--- config.mk ---
export PLATFORM = sky130hd
export DESIGN_NAME = gsuf_ctrl
export DESIGN_NICKNAME = d
export VERILOG_FILES = /design/src/sv/gsuf_pkg.sv /design/src/sv/gsuf_ctrl.sv
export VERILOG_INCLUDE_DIRS = /design/src /design/src/sv
export SDC_FILE = /design/constraint.sdc
export NUM_CORES = 1
export LEC_CHECK = 0
export ABC_AREA = 1
export BUFFER_PORTS_ARGS = -buffer_cell sky130_fd_sc_hd__clkbuf_2
export CAP_MARGIN = 30
export CORE_ASPECT_RATIO = 1.2
export CORE_UTILIZATION = 47
export DETAILED_ROUTE_END_ITERATION = 7
export GPL_TIMING_DRIVEN = 0
export MAX_ROUTING_LAYER = met4
export PLACE_DENSITY = 0.75
export SLEW_MARGIN = 20
export SYNTH_ARGS = -nofsm -noshare
export SYNTH_HDL_FRONTEND = slang
export SYNTH_SLANG_ARGS = --single-unit
--- constraint.sdc ---
create_clock -name clk -period 1.4 [get_ports clk]
set_clock_uncertainty 0.1 [all_clocks]
set_input_delay 0.07 -clock clk [delete_from_list [all_inputs] [get_ports clk]]
set_output_delay 0.07 -clock clk [all_outputs]
set_load 0.005 [all_outputs]
--- src/sv/assert_macros.svh ---
// ----------------------------------------------------------------------------
// Assertion macros
// Shared macros for concurrent assertions in the union-find unit.
// ----------------------------------------------------------------------------
`ifndef ASSERT_MACROS_SVH
`define ASSERT_MACROS_SVH
`ifndef NO_ASSERTIONS
`define GSUF_ASSERT(name, clk, rst, prop) \
  name: assert property (@(posedge clk) disable iff (rst) prop) \
    else $error("assertion failed");
`define GSUF_ASSERT_ALWAYS(name, clk, prop) \
  name: assert property (@(posedge clk) prop) else $error("assertion failed");
`else
`define GSUF_ASSERT(name, clk, rst, prop)
`define GSUF_ASSERT_ALWAYS(name, clk, prop)
`endif
`endif

--- src/sv/gsuf_pkg.sv ---
// ----------------------------------------------------------------------------
// Union-find package
// Types, codes and constants shared by the segmentation union-find unit.
// ----------------------------------------------------------------------------
package gsuf_pkg;

  localparam int VERTEX_W = 16;
  localparam int WEIGHT_W = 24;
  localparam int SIZE_W = 17;
  localparam int RANK_W = 5;
  localparam int THR_W = 25;
  localparam int CFG_INDEX_W = 1;
  localparam int CFG_DATA_W = 24;
  localparam int DIV_CNT_W = 5;
  localparam int DEFAULT_MAX_VERTICES = 65536;

  localparam logic [1:0] OP_CLEAR = 2'd0;
  localparam logic [1:0] OP_EDGE = 2'd1;
  localparam logic [1:0] OP_FIND = 2'd2;

  localparam logic [CFG_INDEX_W-1:0] REG_NUM_VERTICES = 1'd0;
  localparam logic [CFG_INDEX_W-1:0] REG_MERGE_CONSTANT = 1'd1;

  localparam logic [SIZE_W-1:0] NUM_VERTICES_RESET = 17'd65536;
  localparam logic [WEIGHT_W-1:0] MERGE_CONSTANT_RESET = 24'd76800;
  localparam logic [RANK_W-1:0] RANK_MAX = 5'd31;
  localparam logic [DIV_CNT_W-1:0] DIV_LAST_BIT = 5'd23;

  typedef struct packed {
    logic [1:0] op;
    logic [VERTEX_W-1:0] vertex_a;
    logic [VERTEX_W-1:0] vertex_b;
    logic [WEIGHT_W-1:0] edge_weight;
  } in_item_t;

  typedef struct packed {
    logic [VERTEX_W-1:0] root_a;
    logic [VERTEX_W-1:0] root_b;
    logic merged;
    logic [VERTEX_W-1:0] new_root;
    logic [SIZE_W-1:0] set_size;
    logic [SIZE_W-1:0] components;
    logic status;
  } out_item_t;

  typedef struct packed {
    logic [RANK_W-1:0] rank;
    logic [SIZE_W-1:0] size;
    logic [THR_W-1:0] thr;
  } attr_t;

  typedef struct packed {
    logic accept;
    logic clr_init;
    logic clr_step;
    logic walk_init_a;
    logic walk_init_b;
    logic walk_adv;
    logic walk_wb_a;
    logic walk_wb_b;
    logic rd_attr_b;
    logic lat_a;
    logic lat_b;
    logic eval;
    logic div_step;
    logic merge;
    logic load_out;
  } cmd_t;

  typedef struct packed {
    logic [1:0] op;
    logic range_ok;
    logic n_zero;
    logic clr_last;
    logic walk_hit;
    logic walk_limit;
    logic merge_ok;
    logic div_last;
    logic out_free;
  } sts_t;

endpackage

--- src/sv/gsuf_ctrl.sv ---
// ----------------------------------------------------------------------------
// Union-find controller
// Sequences clear sweeps, root walks, merge decisions and the divider.
// ----------------------------------------------------------------------------
`include "assert_macros.svh"

module gsuf_ctrl (
  input  logic           clk,
  input  logic           rst,
  input  logic           in_valid,
  output logic           in_ready,
  input  gsuf_pkg::sts_t sts,
  output gsuf_pkg::cmd_t cmd
);

  typedef enum logic [15:0] {
    S_IDLE  = 16'b0000_0000_0000_0001,
    S_DISP  = 16'b0000_0000_0000_0010,
    S_CLR   = 16'b0000_0000_0000_0100,
    S_WA_RD = 16'b0000_0000_0000_1000,
    S_WA_CK = 16'b0000_0000_0001_0000,
    S_WA_WB = 16'b0000_0000_0010_0000,
    S_WB_RD = 16'b0000_0000_0100_0000,
    S_WB_CK = 16'b0000_0000_1000_0000,
    S_WB_WB = 16'b0000_0001_0000_0000,
    S_AT_A  = 16'b0000_0010_0000_0000,
    S_AT_B  = 16'b0000_0100_0000_0000,
    S_AT_L  = 16'b0000_1000_0000_0000,
    S_EVAL  = 16'b0001_0000_0000_0000,
    S_DIV   = 16'b0010_0000_0000_0000,
    S_MERGE = 16'b0100_0000_0000_0000,
    S_DONE  = 16'b1000_0000_0000_0000
  } state_t;

  state_t state;
  state_t state_next;

  assign in_ready = (state == S_IDLE);

  always_comb begin
    state_next = state;
    cmd = '0;
    unique case (state)
      S_IDLE: begin
        if (in_valid) begin
          cmd.accept = 1'b1;
          state_next = S_DISP;
        end
      end
      S_DISP: begin
        if (sts.op == gsuf_pkg::OP_CLEAR) begin
          cmd.clr_init = 1'b1;
          state_next = sts.n_zero ? S_DONE : S_CLR;
        end else if ((sts.op == gsuf_pkg::OP_EDGE || sts.op == gsuf_pkg::OP_FIND)
                     && sts.range_ok) begin
          cmd.walk_init_a = 1'b1;
          state_next = S_WA_RD;
        end else begin
          state_next = S_DONE;
        end
      end
      S_CLR: begin
        cmd.clr_step = 1'b1;
        if (sts.clr_last) begin
          state_next = S_DONE;
        end
      end
      S_WA_RD: state_next = S_WA_CK;
      S_WA_CK: begin
        if (sts.walk_hit) begin
          state_next = S_WA_WB;
        end else begin
          cmd.walk_adv = 1'b1;
          state_next = sts.walk_limit ? S_WA_WB : S_WA_RD;
        end
      end
      S_WA_WB: begin
        cmd.walk_wb_a = 1'b1;
        if (sts.op == gsuf_pkg::OP_EDGE) begin
          cmd.walk_init_b = 1'b1;
          state_next = S_WB_RD;
        end else begin
          state_next = S_AT_A;
        end
      end
      S_WB_RD: state_next = S_WB_CK;
      S_WB_CK: begin
        if (sts.walk_hit) begin
          state_next = S_WB_WB;
        end else begin
          cmd.walk_adv = 1'b1;
          state_next = sts.walk_limit ? S_WB_WB : S_WB_RD;
        end
      end
      S_WB_WB: begin
        cmd.walk_wb_b = 1'b1;
        state_next = S_AT_A;
      end
      S_AT_A: state_next = S_AT_B;
      S_AT_B: begin
        cmd.lat_a = 1'b1;
        cmd.rd_attr_b = 1'b1;
        state_next = S_AT_L;
      end
      S_AT_L: begin
        cmd.lat_b = 1'b1;
        state_next = (sts.op == gsuf_pkg::OP_EDGE) ? S_EVAL : S_DONE;
      end
      S_EVAL: begin
        if (sts.merge_ok) begin
          cmd.eval = 1'b1;
          state_next = S_DIV;
        end else begin
          state_next = S_DONE;
        end
      end
      S_DIV: begin
        cmd.div_step = 1'b1;
        if (sts.div_last) begin
          state_next = S_MERGE;
        end
      end
      S_MERGE: begin
        cmd.merge = 1'b1;
        state_next = S_DONE;
      end
      S_DONE: begin
        if (sts.out_free) begin
          cmd.load_out = 1'b1;
          state_next = S_IDLE;
        end
      end
      default: state_next = S_IDLE;
    endcase
  end

  always_ff @(posedge clk) begin
    if (rst) begin
      state <= S_IDLE;
    end else begin
      state <= state_next;
    end
  end

  `GSUF_ASSERT(a_load_needs_free_slot, clk, rst, cmd.load_out |-> sts.out_free)
  `GSUF_ASSERT(a_merge_after_divide, clk, rst, cmd.merge |-> $past(state == S_DIV))
  `GSUF_ASSERT(a_clear_write_alone, clk, rst, cmd.clr_step |-> !(cmd.walk_wb_a || cmd.walk_wb_b || cmd.merge))
  `GSUF_ASSERT(a_accept_when_idle, clk, rst, cmd.accept |=> state == S_DISP)

endmodule

==> results of run 1 <==
[synthesized netlist by cell type]
master | number | area share
a21oi_1 | 4 | 0.018
a21oi_2 | 1 | 0.0079
buf_4 | 1 | 0.0068
buf_6 | 2 | 0.020
clkbuf_1 | 1 | 0.0034
dfxtp_1 | 16 | 0.29
ha_1 | 2 | 0.023
inv_1 | 35 | 0.12
nand2_1 | 36 | 0.12
nand2_2 | 6 | 0.034
nand2_4 | 1 | 0.010
nand3_1 | 16 | 0.072
nand3b_1 | 2 | 0.014
nand4_1 | 2 | 0.011
nor2_1 | 42 | 0.14
nor2_2 | 8 | 0.045
nor2_4 | 2 | 0.020
nor3_1 | 3 | 0.014
o21a_1 | 2 | 0.014
o21ai_0 | 2 | 0.0090
or3_1 | 1 | 0.0057
[stage by stage]
| stage | power [mW] | cell area (sq um) |
|---|---|---|
| final | 1.24 | 1860 |
| after global routing | 1.28 | 1860 |
| after CTS | 1.16 | 1660 |
| after detailed placement | 0.754 | 1280 |
| after global placement | 0.750 | 1280 |
| after floorplan | 0.677 | 1110 |
[layout make-up]
type | instances | area, sq um
fill | 106 | 282
sequential | 16 | 338
tap | 30 | 37.5
buffer | 4 | 46.3
clock buffer | 4 | 36.3
inverter | 35 | 131
timing repair buffer | 56 | 403
multi-input combinational | 130 | 866
[what timing repair did]
item                                    CTS  global route
pin swaps                                20            17
hold endpoints to repair                  2             0
endpoints found under the setup margin   27            30
buffers inserted                         23             4
gates resized for setup                  47            52
hold buffers                              2             0
cloned                                    1             0
[metal layers]
metal / vias up / track usage / part of all wire
met5: - / - / 0
met4: 0 / 0.103 / 0.043
met3: 25 / 0.0357 / 0.044
met2: 62 / 0.491 / 0.53
met1: 682 / 0.301 / 0.39
li1: 680 / - / -
[critical path, delay by kind of cell (launching register included)]
family / cells / cell delay [ns]
buffers and inverters: 2 / 0.29
AOI/OAI and AO/OA: 1 / 0.15
DFF: 1 / 0.36
and+or+nand+nor: 4 / 0.45
[power breakdown]
| group | total, mW | switching [mW] | internal (mW) |
|---|---|---|---|
| Combinational | 0.428 | 0.260 | 0.168 |
| Clock | 0.325 | 0.166 | 0.159 |
| Sequential | 0.492 | 0.0207 | 0.471 |
[cells by family (layout without fill, tap and decap cells)]
family / count (synthesis) / in the layout / share of synthesized area
compound gates: 9 / 9 / 0.0486
buf+inv: 39 / 99 / 0.149
flops: 16 / 16 / 0.289
simple gates: 119 / 119 / 0.490
fa+ha+maj: 2 / 2 / 0.0226
[worst max path at each step]
stage	start	endpoint	slack (ns)	cells after the start
after floorplan	state[2]$_SDFFE_PP0P_	state[0]$_SDFFE_PP1P_	0.004	11
after global placement	state[3]$_SDFFE_PP0P_	state[0]$_SDFFE_PP1P_	-0.17	11
after detailed placement	state[2]$_SDFFE_PP0P_	state[0]$_SDFFE_PP1P_	-0.19	11
after CTS	state[13]$_SDFFE_PP0P_	cmd[9]	-0.24	7
after global routing	state[12]$_SDFFE_PP0P_	cmd[9]	-0.37	7
final	state[12]$_SDFFE_PP0P_	cmd[9]	-0.33	7
==> qor.yml, run 1 <==
final_hold_viol_count: 0
dp_hpwl_um: 2070
grt_overflow: 0
cts_tree: "yes"
wl_um: 4120
holdPathEnd: "state[5]$_SDFFE_PP0P_"
area_growth_pct: 67.8
critical_path.most_common_cell: "nor2_4"
max_cap_viol_count: 0
crit_path_max_fanout: 8
diodes: 0
slowest_delay_ns: 0.36
die_h_um: 55.2
arrival_ns: 1.56
first_iter_violations: 56
relSlewSlack: 0.543
clkTransAtPathRegs_ns: 0.11
period_needed_ns: 1.73
yosys_warnings: 0
clock.fmax_mhz: 578
root_buffer: "clkbuf_4"
vdd.ir_drop.worst_mv: 0.597
cts_buffers: 3
dieArea_sq_mm: 0.00255
worst_pin_slew_ns: 0.686
crit_chain: "nor2_4, nand2_4, nor2_4, buf_12, nand2_8, a21oi_2, buf_2"
routedWlPerCell_um: 15.0
p_leak_nw: 1.00
final_nets: 261
final_max_slew_viol_count: 0
r2r-start: "state[12]$_SDFFE_PP0P_"
drive_above_1_share: 0.531
status: "complete, but fails checks"
worstPathRequired_ns: 1.23
largest_reg_flops: 16
r2r_cells: 11
fin_tns_setup_ns: -5.77
crit_path_end_kind: "output pin"
synth_area_sq_mm: 0.00111
drc: 0
placed_cells: 243
core_area_sq_mm: 0.00214
startpoint_type: "flop"
reg2reg_slack_ns: -0.29
powerDensity_mw_per_mm2: 670
grt.total_usage: 0.273
first_global_vias: 1191
syn_inst: 185
fin_util: 0.868
pin_count: 29
portBuffers: 28
vias_per_cell: 5.27
grt_pass1_wl_um: 4910
largest_register: "state"
pre_cts_slack_ns: -0.186
syn_area_per_cell_sq_um: 5.99
dr_total_vias: 1449
antenna_found_initial: 0
syn_nets: 200
htreeDepth: 1
reg_top3: "state x16"
clock_latency_ns: 0.30
holdCritPathClass: "in2reg"
ys_seq_area_frac: 0.289
timing.rr.end: "state[0]$_SDFFE_PP1P_"
fp.dieW_um: 46.3
clock_path_buffers: 2
post-route-period-util: 1.24
first_pass_iters: 4
final_common_cell: "inv_1"
finalSetupViolCount: 27
grt_max_degree: 11
worst_slack_ns: -0.331
rsz0062_at_grt: "true"
cts_sinks: 16
holdWs_ns: 0.0154
hold_path_depth: 3
final_cell_mix: "28 x inv_1, 27 x nor2_1, 24 x nand2_1"
place_congestion: 0.853
ys_seq_elements: 16
violations: "negative setup slack"
stdcell_count: 275
path_class: "reg2out"
slowest_stage: "dfxtp_2"
initial_core_util: 0.518
hold_path_startpoint: "sts[3]"
synth_cell_type_count: 21
postRouteAntennaNets: 0
num_rows: 18
Power figures use the tool's default switching activity.
==> run 2, diff against run 1 <==
--- a/config.mk
+++ b/config.mk
@@ -12,7 +12,6 @@
 export CORE_ASPECT_RATIO = 1.2
 export CORE_UTILIZATION = 47
 export DETAILED_ROUTE_END_ITERATION = 7
-export GPL_TIMING_DRIVEN = 0
 export MAX_ROUTING_LAYER = met4
 export PLACE_DENSITY = 0.75
 export SLEW_MARGIN = 20
==> run 2 against run 1 <==
Against the previous run:
- the flow now stops in global routing
- area after synthesis stayed put
- synthesized cell count is the same
==> qor.yml, run 2 <==
status: "stopped before the end"
failed_stage: "global routing"
error: "[ERROR DPL-0038] Utilization greater than 100%, impossible to legalize"
die_h_um: 55.2  # unchanged
portBuffers: 28  # unchanged
synth_area_leader_cell: "dfxtp_1"
syn_nets: 200  # unchanged
synth_cell_type_count: 21  # unchanged
syn_inst: 185  # unchanged
dp_hpwl_um: 2370  # +14%
synth_area_leaders: "dfxtp_1 29%, nor2_1 14%, nand2_1 12%, inv_1 12%, nand3_1 7.2%"
synthArstFlopShare: 0  # unchanged
synth_area_sq_mm: 0.00111  # unchanged
synth_edf_count: 0  # unchanged
root_buffer: "clkbuf_4"
yosys-top-cells-count: "42 x nor2_1, 36 x nand2_1, 35 x inv_1"
crit_endpoint: "cmd[14]"
cts_buffers: 3  # unchanged
placed_cells: 269  # +11%
yosys_warnings: 0  # unchanged
worst-ep-kind: "output port"
htreeDepth: 1  # unchanged
clock_path_buffers: 2  # unchanged
syn_area_per_cell_sq_um: 5.99  # unchanged
fp.dieW_um: 46.3  # unchanged
cts_sinks: 16  # unchanged
place_area_sq_mm: 0.00148  # +15%
synth_most_common_cell: "nor2_1"
pin_count: 29  # unchanged
grt_max_degree: 12
initial_core_util: 0.518  # unchanged
ys_seq_area_frac: 0.289  # unchanged
place_congestion: 0.891  # +4.5%
num_rows: 18  # unchanged
ys.flop_type: "dfxtp_1"
ys_seq_elements: 16  # unchanged
synth_top_area_frac: 0.289  # unchanged
-- run 2: cell counts after synthesis --
No cell type changed its count.
-- run 2: cells by family after synthesis --
kind of cell	synth area share
buffers and inverters	0.149
AND/OR/NAND/NOR	0.490
flip-flops	0.289
adder cells (fa/ha/maj)	0.0226
AO/OA/AOI/OAI	0.0486
-- run 2: timing repair --
action                                  in CTS
setup buffers                               29
hold buffers                                 1
gates resized for setup                     78
pin swaps                                   29
gates cloned                                 1
endpoints found under the setup margin      26
endpoints found under the hold margin        1
-- run 2: metrics by stage --
step	hold WS [ns]	worst slack (ns)
after CTS	0.0179	-0.314
after detailed placement	0.267	-0.204
after global placement	0.260	-0.202
after floorplan	0.0676	0.00374
==> run 3, diff against run 2 <==
--- a/config.mk
+++ b/config.mk
@@ -9,11 +9,10 @@
 export ABC_AREA = 1
 export BUFFER_PORTS_ARGS = -buffer_cell sky130_fd_sc_hd__clkbuf_2
 export CAP_MARGIN = 30
-export CORE_ASPECT_RATIO = 1.2
-export CORE_UTILIZATION = 47
+export CORE_AREA = 2 2 63 65
 export DETAILED_ROUTE_END_ITERATION = 7
-export MAX_ROUTING_LAYER = met4
-export PLACE_DENSITY = 0.75
+export DIE_AREA = 0 0 65 67
+export PLACE_DENSITY_LB_ADDON = 0.15
 export SLEW_MARGIN = 20
 export SYNTH_ARGS = -nofsm -noshare
 export SYNTH_HDL_FRONTEND = slang
==> constraint.sdc (replaced) <==
create_clock -name clk -period 1.8 [get_ports clk]
set_clock_uncertainty 0.1 [all_clocks]
set_input_delay 0.09 -clock clk [delete_from_list [all_inputs] [get_ports clk]]
set_output_delay 0.09 -clock clk [all_outputs]
set_load 0.005 [all_outputs]
==> run 3 against run 2 <==
Against the previous run:
- the flow now finishes without violations
==> qor.yml, run 3 (synthesis gave the netlist of run 1 again) <==
regArea_sq_um: 320
fin_util: 0.388
p_leak_nw: 0.790
crit_path_max_fanout: 6
fin_tns_setup_ns: 0
final_common_cell: "nor2_1"
place_congestion: 0.814  # -8.7%
crit_path_end_kind: "output pin"
worst_pin_slew_ns: 0.278
status: "finished, final reports clean"
dr_total_vias: 1177
grt_overflow: 0
pin_count: 29  # unchanged
totalPowerFinal_mw: 0.877
pre_cts_slack_ns: 0.128  # +0.332 ns
clkTransAtPathRegs_ns: 0.06
reg_top3: "state x16"
first_pass_iters: 5
cts_sinks: 16  # unchanged
crit_chain: "nor2_2, nand2_4, nor2_2, nand2_1, nor2_1, clkbuf_2"
num_rows: 22  # +4
vdd.ir_drop.worst_mv: 0.278
relSlewSlack: 0.815
drive_above_1_share: 0.277
period_needed_ns: 1.67
clock.fmax_mhz: 599
cts_buffers: 3  # unchanged
slowest_stage: "dfxtp_1"
num-fill-cells: 427
final_max_slew_viol_count: 0
portBuffers: 28  # unchanged
grt_max_degree: 14
postRouteAntennaNets: 0
holdCritPathClass: "in2reg"
powerDensity_mw_per_mm2: 627
initial_core_util: 0.307  # -0.210
area_growth_pct: 26.3
critical_path.most_common_cell: "nor2_2"
startpoint_type: "flop"
drc: 0
routedWlPerCell_um: 10.6
clock_path_buffers: 2  # unchanged
clock_latency_ns: 0.25
critical-path-top-delay-family: "simple AND/OR/NAND/NOR gates"
worst_slack_ns: 0.129
htreeDepth: 1  # unchanged
die_h_um: 67  # +21%
wl_um: 2850
cts_tree: "yes"
first_iter_violations: 33
first_global_vias: 1093
ctsHoldBuffers: 0  # -1
stdcell_count: 268
worstPathRequired_ns: 1.61
largest_reg_flops: 16
grt_pass1_wl_um: 4780
max_cap_viol_count: 0
largest_register: "state"
diodes: 0
arrival_ns: 1.48
path_class: "reg2out"
multiInputGateArea_sq_um: 653
placed_cells: 257  # -4.5%
finalSetupViolCount: 0
grt.total_usage: 0.140
core_area_sq_mm: 0.00361
fp.dieW_um: 65  # +40%
rsz0062_at_grt: "false"
post-route-period-util: 0.928
slowest_delay_ns: 0.33
antenna_found_initial: 0
dp_hpwl_um: 2260  # -4.7%
final_hold_viol_count: 0
final_nets: 237
root_buffer: "clkbuf_8"
crit_buf_inv: 1
final_cell_mix: "39 x nor2_1, 35 x inv_1, 35 x nand2_1"
vias_per_cell: 4.39
dieArea_sq_mm: 0.00436
## run 3: power breakdown
part,switching [mW],internal (mW),total [mW]
combinational,0.133,0.0940,0.227
clock,0.125,0.149,0.274
sequential,0.0101,0.366,0.376
## run 3: worst min-delay path, delay by kind of cell
| family | cells | cell delay [ns] |
|---|---|---|
| and+or+nand+nor | 1 | 0.10 |
| buffers and inverters | 1 | 0.09 |
| AOI/OAI and AO/OA | 1 | 0.06 |
## run 3: what timing repair did
action | CTS | global route
setup endpoints to repair | 3 | 20
setup buffers | 3 | 4
pin swaps | 1 | 2
gates resized for setup | 0 | 7
hold endpoints to repair | 0 | 0
cloned | 0 | 1
## run 3: final timing paths
| path | start | to | slack, ns | cells after the start |
|---|---|---|---|---|
| worst min register to register | state[10]$_SDFFE_PP0P_ | state[11]$_SDFFE_PP0P_ | 0.51 | 4 |
| worst max register to register | state[10]$_SDFFE_PP0P_ | state[15]$_SDFFE_PP0P_ | 0.19 | 9 |
| worst min-delay path | sts[6] | state[2]$_SDFFE_PP0P_ | 0.04 | 3 |
| worst max-delay path | state[10]$_SDFFE_PP0P_ | cmd[14] | 0.13 | 6 |
## run 3: layer usage
metal,global-route usage,share of wire,up-vias
met5,0,0,-
met1,0.185,0.47,525
met3,0.0152,0.027,2
met4,0.0559,0.0056,0
met2,0.233,0.49,18
li1,-,-,632
## run 3: area by class of cell
type / count / share of cell area
repair buffers: 35 / 0.138
clock buffers: 3 / 0.0295
flip-flops and latches: 16 / 0.229
well taps: 48 / 0.0429
inverters: 35 / 0.0939
multi-input cells: 131 / 0.467
## run 3: per-stage QoR
stage	hold slack [ns]	instance area, sq um
6_report	0.0377	1400
3_5_place_dp	0.289	1270
5_1_grt	0.0497	1400
4_1_cts	0.0283	1340
3_3_place_gp	0.300	1270
2_1_floorplan	0.108	1110
